[src/rtl/sdm_pkg.sv]
`timescale 1ns / 1ps

package sdm_pkg;

    // Dictionary and history sizes
    localparam int MAX_NODES = 1024;
    localparam int MAX_LEN   = 32;
    localparam int ALPHABET  = 26;

    // Derived widths
    localparam int LETTER_W = 5;
    localparam int NODE_W   = (MAX_NODES > 2) ? $clog2(MAX_NODES) : 1;
    localparam int NCNT_W   = $clog2(MAX_NODES + 1);
    localparam int LEN_W    = $clog2(MAX_LEN + 1);
    localparam int POS_W    = (MAX_LEN > 1) ? $clog2(MAX_LEN) : 1;

    // One trie row: a child link per letter plus the word end mark on top
    localparam int ROW_W    = ALPHABET * NODE_W + 1;
    localparam int MARK_BIT = ROW_W - 1;

    // Operation codes
    localparam logic OP_INSERT = 1'b0;
    localparam logic OP_QUERY  = 1'b1;

    // Result status codes
    localparam logic [1:0] STATUS_OK   = 2'd0;
    localparam logic [1:0] STATUS_FULL = 2'd1;
    localparam logic [1:0] STATUS_LONG = 2'd2;

    typedef struct packed {
        logic                operation;
        logic [LETTER_W-1:0] letter;
        logic                word_end;
    } in_item_t;

    typedef struct packed {
        logic       match;
        logic [1:0] status;
    } out_item_t;

    // Controller to datapath
    typedef struct packed {
        logic init_row;
        logic take;
        logic ins_decide;
        logic ins_new;
        logic mark_read;
        logic mark_write;
        logic walk_step;
        logic resp_load;
    } cmd_t;

    // Datapath to controller
    typedef struct packed {
        logic in_query;
        logic dec_new;
        logic dec_mark;
        logic walk_done;
        logic out_free;
    } sts_t;

    function automatic logic letter_ok(input logic [LETTER_W-1:0] c);
        return int'(c) < ALPHABET;
    endfunction

    function automatic logic [NODE_W-1:0] get_link(input logic [ROW_W-1:0] row,
                                                  input logic [LETTER_W-1:0] c);
        return row[int'(c) * NODE_W +: NODE_W];
    endfunction

    function automatic logic [ROW_W-1:0] set_link(input logic [ROW_W-1:0] row,
                                                 input logic [LETTER_W-1:0] c,
                                                 input logic [NODE_W-1:0] id);
        logic [ROW_W-1:0] r;
        r = row;
        r[int'(c) * NODE_W +: NODE_W] = id;
        return r;
    endfunction

endpackage

[src/rtl/sdm_ctrl.sv]
`timescale 1ns / 1ps

module sdm_ctrl (
    input  logic          aclk,
    input  logic          aresetn,
    input  logic          s_valid,
    output logic          s_ready,
    input  sdm_pkg::sts_t sts,
    output sdm_pkg::cmd_t cmd
);
    import sdm_pkg::*;

    typedef enum logic [7:0] {
        ST_INIT    = 8'b0000_0001,
        ST_IDLE    = 8'b0000_0010,
        ST_INS_DEC = 8'b0000_0100,
        ST_INS_NEW = 8'b0000_1000,
        ST_MARK_RD = 8'b0001_0000,
        ST_MARK_WR = 8'b0010_0000,
        ST_WALK    = 8'b0100_0000,
        ST_RESP    = 8'b1000_0000
    } state_t;

    state_t state_reg;
    state_t state_next;

    assign s_ready = (state_reg == ST_IDLE);

    // Sequence one transaction at a time through the datapath
    always_comb begin
        state_next = state_reg;
        cmd        = '0;
        unique case (state_reg)
            ST_INIT: begin
                cmd.init_row = 1'b1;
                state_next   = ST_IDLE;
            end
            ST_IDLE: begin
                if (s_valid) begin
                    cmd.take   = 1'b1;
                    state_next = sts.in_query ? ST_WALK : ST_INS_DEC;
                end
            end
            ST_INS_DEC: begin
                cmd.ins_decide = 1'b1;
                if (sts.dec_new) begin
                    state_next = ST_INS_NEW;
                end else if (sts.dec_mark) begin
                    state_next = ST_MARK_RD;
                end else begin
                    state_next = ST_RESP;
                end
            end
            ST_INS_NEW: begin
                cmd.ins_new = 1'b1;
                state_next  = ST_RESP;
            end
            ST_MARK_RD: begin
                cmd.mark_read = 1'b1;
                state_next    = ST_MARK_WR;
            end
            ST_MARK_WR: begin
                cmd.mark_write = 1'b1;
                state_next     = ST_RESP;
            end
            ST_WALK: begin
                cmd.walk_step = 1'b1;
                if (sts.walk_done) begin
                    state_next = ST_RESP;
                end
            end
            ST_RESP: begin
                if (sts.out_free) begin
                    cmd.resp_load = 1'b1;
                    state_next    = ST_IDLE;
                end
            end
            default: begin
                state_next = ST_INIT;
            end
        endcase
    end

    always_ff @(posedge aclk) begin
        if (!aresetn) begin
            state_reg <= ST_INIT;
        end else begin
            state_reg <= state_next;
        end
    end

endmodule

[config.mk]
export PLATFORM = sky130hd
export DESIGN_NAME = sdm_ctrl
export DESIGN_NICKNAME = d
export VERILOG_FILES = /design/src/rtl/sdm_pkg.sv /design/src/rtl/sdm_ctrl.sv
export SDC_FILE = /design/constraint.sdc
export NUM_CORES = 1
export LEC_CHECK = 0
export ABC_AREA = 1
export ABC_CLOCK_PERIOD_IN_PS = 1450
export BUFFER_PORTS_ARGS = -buffer_cell sky130_fd_sc_hd__buf_4
export CORE_MARGIN = 4
export CORE_UTILIZATION = 36
export DETAILED_ROUTE_END_ITERATION = 10
export PLACE_DENSITY = 0.6
export SYNTH_ARGS = -nofsm -noshare
export SYNTH_HDL_FRONTEND = slang
export SYNTH_SLANG_ARGS = --single-unit
[constraint.sdc]
create_clock -name aclk -period 1.45 [get_ports aclk]
set_input_delay 0.0725 -clock aclk [delete_from_list [all_inputs] [get_ports aclk]]
set_output_delay 0.0725 -clock aclk [all_outputs]
set_load 0.02 [all_outputs]
==> summary.md <==
| Metric | Value |
|---|---|
| Hold WC Path Type | in2reg |
| Fin util | 0.492 |
| Placed instance area | slightly above 700 um^2 |
| Top-Level Pins | 17 |
| Pwr Total | between 0.9 and 1 mW |
| Warnings from Yosys | 0 |
| Synth Register Bits | 8 |
| Crit path max fanout | 6 |
| Post-Synth Simple-Gate Area | 0.599 |
| Peak VDD IR | slightly below 600 uV |
| Clk Latency, worst-skew pair | ~240 ps |
| Setup TNS Final | 0 ps |
| Nets | between 100 and 150 |
| Worst EP required | around 1400 ps |
| Period utilisation layout | 0.926 |
| Register-to-Register Path Depth | 8 |
| Die height | 47.7 um |
| Net Count, Synth | 96 |
| Synth Area in XOR/XNOR | 0 |
| CTS Buffer Depth | 2 |
| Final-report setup violation count | 0 |
| Max H-tree Level | 1 |
| Worst path max stage delay | slightly above 300 ps |
| Fin cells | 124 |
| Rel. slew slack | 0.883 |
| Largest net degree at the start of global routing | 7 |
| Layout Skew | 1.37 ps |
| Initial antenna violation count | 0 |
| Sequential area share after synthesis | 0.282 |
| CP cell instances | inv_1 -> nand2_4 -> nor2_8 -> nand4_1 -> inv_1 -> buf_4 |
| Via Count | 562 |
| Root buffer cell | clkbuf_4 |
| Pleak | ~0.40 nW |
| Multiplexer share of the synthesized area | 0 |
| Max_cap viols | 0 |
| Synth-to-Final Area Change | 30.4% |
| WL/cell | approximately 10 um |
| Cell area after synthesis | 568 um^2 |
| Worst Path Buf+Inv | 3 |
| Final worst slack | around 110 ps |
| RR Startpoint | state_reg[4] |
| Hold path start | aresetn |
| IO Port Bufs | 16 |
| Largest family of logic cells by synthesized area | simple AND/OR/NAND/NOR gates |
| Cells after DPL | 120 |
| Die width | roughly 48 um |
| Min-Delay Path Depth | 2 |
| Hold EP | state_reg[0] |
| Setup Crit Path Kind | reg2out |
| First-pass GRT wire length | between 2000 and 2500 um |
| Pre-CTS setup slack | ~250 ps |
| Layout cells sized above 1 | 0.343 |
| Maximum clock frequency | roughly 0.74 GHz |
| Setup crit start kind | flop |
| Adder-Cell Fraction of Synth Area | 0 |
| Final max-slew violation count | 0 |
| Largest register FFs | 8 |
| N_diodes | 0 |
| Total GRT Usage | 0.128 |
| # rows | 14 |
| Hold slack | around 25 ps |
| Detailed Routing Iterations Pass 1 | 4 |
| Worst reg2reg setup slack | 130 ps |
| Critical path data arrival time | roughly 1300 ps |
| Via density | 4.53 |
| GRT Residual Overflow | 0 |
| Post-Syn Area per Cell | about 6.5 um^2 |
| Unrepaired setup endpoints after global routing | no |
| Compound-Gate Fraction of Synth Area | 0 |
| Reg-to-reg endpoint | state_reg[0] |
| Post-Route WL | 1290 um |
| Residual DRC | 0 |
| Slowest cell on the critical path | dfxtp_1 |
| Total CTS buffers | 3 |
| Fin. Hold Viols | 0 |
| Clock Pin Slew Worst Setup and Hold Paths | 50 ps |
| Die area | 0.00228 mm^2 |
| Post-Syn Instances | between 80 and 90 |
| Most common cell on crit path | inv_1 |
| Post-route minimum period | around 1300 ps |
| PD cells | 1220 mW/mm^2 |
| Crit path max-delay family | simple AND/OR/NAND/NOR gates |
| Post-DP HPWL | between 1000 and 1500 um |
| CTS tree | built |
| Core ar. | between 0.0015 and 0.002 mm^2 |
| Status | complete, no violations |
| CTS sink cnt | 8 |
| Post-route cell area | between 700 and 800 um^2 |
| Worst setup EP type | output pin |
| Worst-Margin Slew | between 150 and 200 ps |
| Initial Utilization | 0.377 |
| Initial DRC Count | 5 |
| Vias in the first global route | 519 |
| Antenna-violating nets left | 0 |
| Number of distinct library cells after synthesis | 17 |
| Routability cong. | ~0.74 |
-- cells in the final DEF, fill, tap and decap left out --
master | netlist | final
nand2_2 | 1 | 1
nor2_2 | 0 | 1
and2_1 | 1 | 1
nor3_2 | 1 | 1
nor2_8 | 1 | 1
clkbuf_4 | 0 | 3
nand4_1 | 3 | 3
nor2_4 | 1 | 1
inv_1 | 13 | 13
nor2_1 | 21 | 20
dfxtp_1 | 8 | 8
nor3_1 | 2 | 2
nand3_2 | 3 | 3
buf_4 | 0 | 17
nand3b_2 | 1 | 1
nand2_1 | 14 | 14
inv_2 | 5 | 5
nand2_4 | 3 | 3
nand3_1 | 9 | 9
or2_0 | 1 | 1
-- cells by family after synthesis --
kind of cell  after synthesis
flops                       8
buf+inv                    18
simple gates               62
-- worst max-delay path by stage --
stage            startpoint      endpoint  slack, ps  cells past startpoint
2_1_floorplan  state_reg[1]  state_reg[0]        140                      7
3_3_place_gp   state_reg[4]  state_reg[0]        220                      7
3_5_place_dp   state_reg[6]  state_reg[0]        250                      7
4_1_cts        state_reg[4]        cmd[4]         80                      6
5_1_grt        state_reg[2]        cmd[3]        0.8                      6
6_report       state_reg[4]        cmd[4]        110                      6
-- area by class of cell --
class | instances | area, um^2
tap | 16 | 20.0
sequential | 8 | 160
fill | 170 | 766
multi-input combinational | 62 | 343
timing repair buffer | 17 | 128
inverter | 18 | 67.6
clock buffer | 3 | 22.5
-- layer usage --
metal | global-route usage | wire length, um | vias to the layer above | part of all wire
li1 | - | - | 313 | -
met1 | 0.177 | 653 | 232 | 0.51
met2 | 0.182 | 539 | 15 | 0.42
met3 | 0.0226 | 85 | 2 | 0.066
met4 | 0.0806 | 10 | 0 | 0.0078
met5 | 0 | 0 | - | 0
-- synthesized netlist by cell type (all sizes together) --
cell type	number	area, um^2
and2	1	6.26
dfxtp	8	160
inv	18	67.6
nand2	18	92.6
nand3	12	75.1
nand3b	1	11.3
nand4	3	18.8
nor2	23	110
nor3	3	20.0
or2	1	6.26
-- timing repair --
action,4_1_cts,5_1_grt
endpoints found under the setup margin,0,2
hold buffers,0,0
setup buffers,0,1
gates resized for setup,0,1
-- power by group --
part / switching, mW / internal (mW)
clock network: 0.0670 / 0.0941
logic: 0.282 / 0.178
registers: 0.0267 / 0.258
total: 0.375 / 0.531
-- worst reg2reg max path, stage by stage, from the launching register on --
cell and delay (ps):
dfxtp_1 310, inv_1 130, nand2_4 100, nor2_8 140
nand4_1 140, buf_4 160, and2_1 140, nand2_1 60
nand2_1 40
No activity file was read; power rests on OpenSTA's default activity.
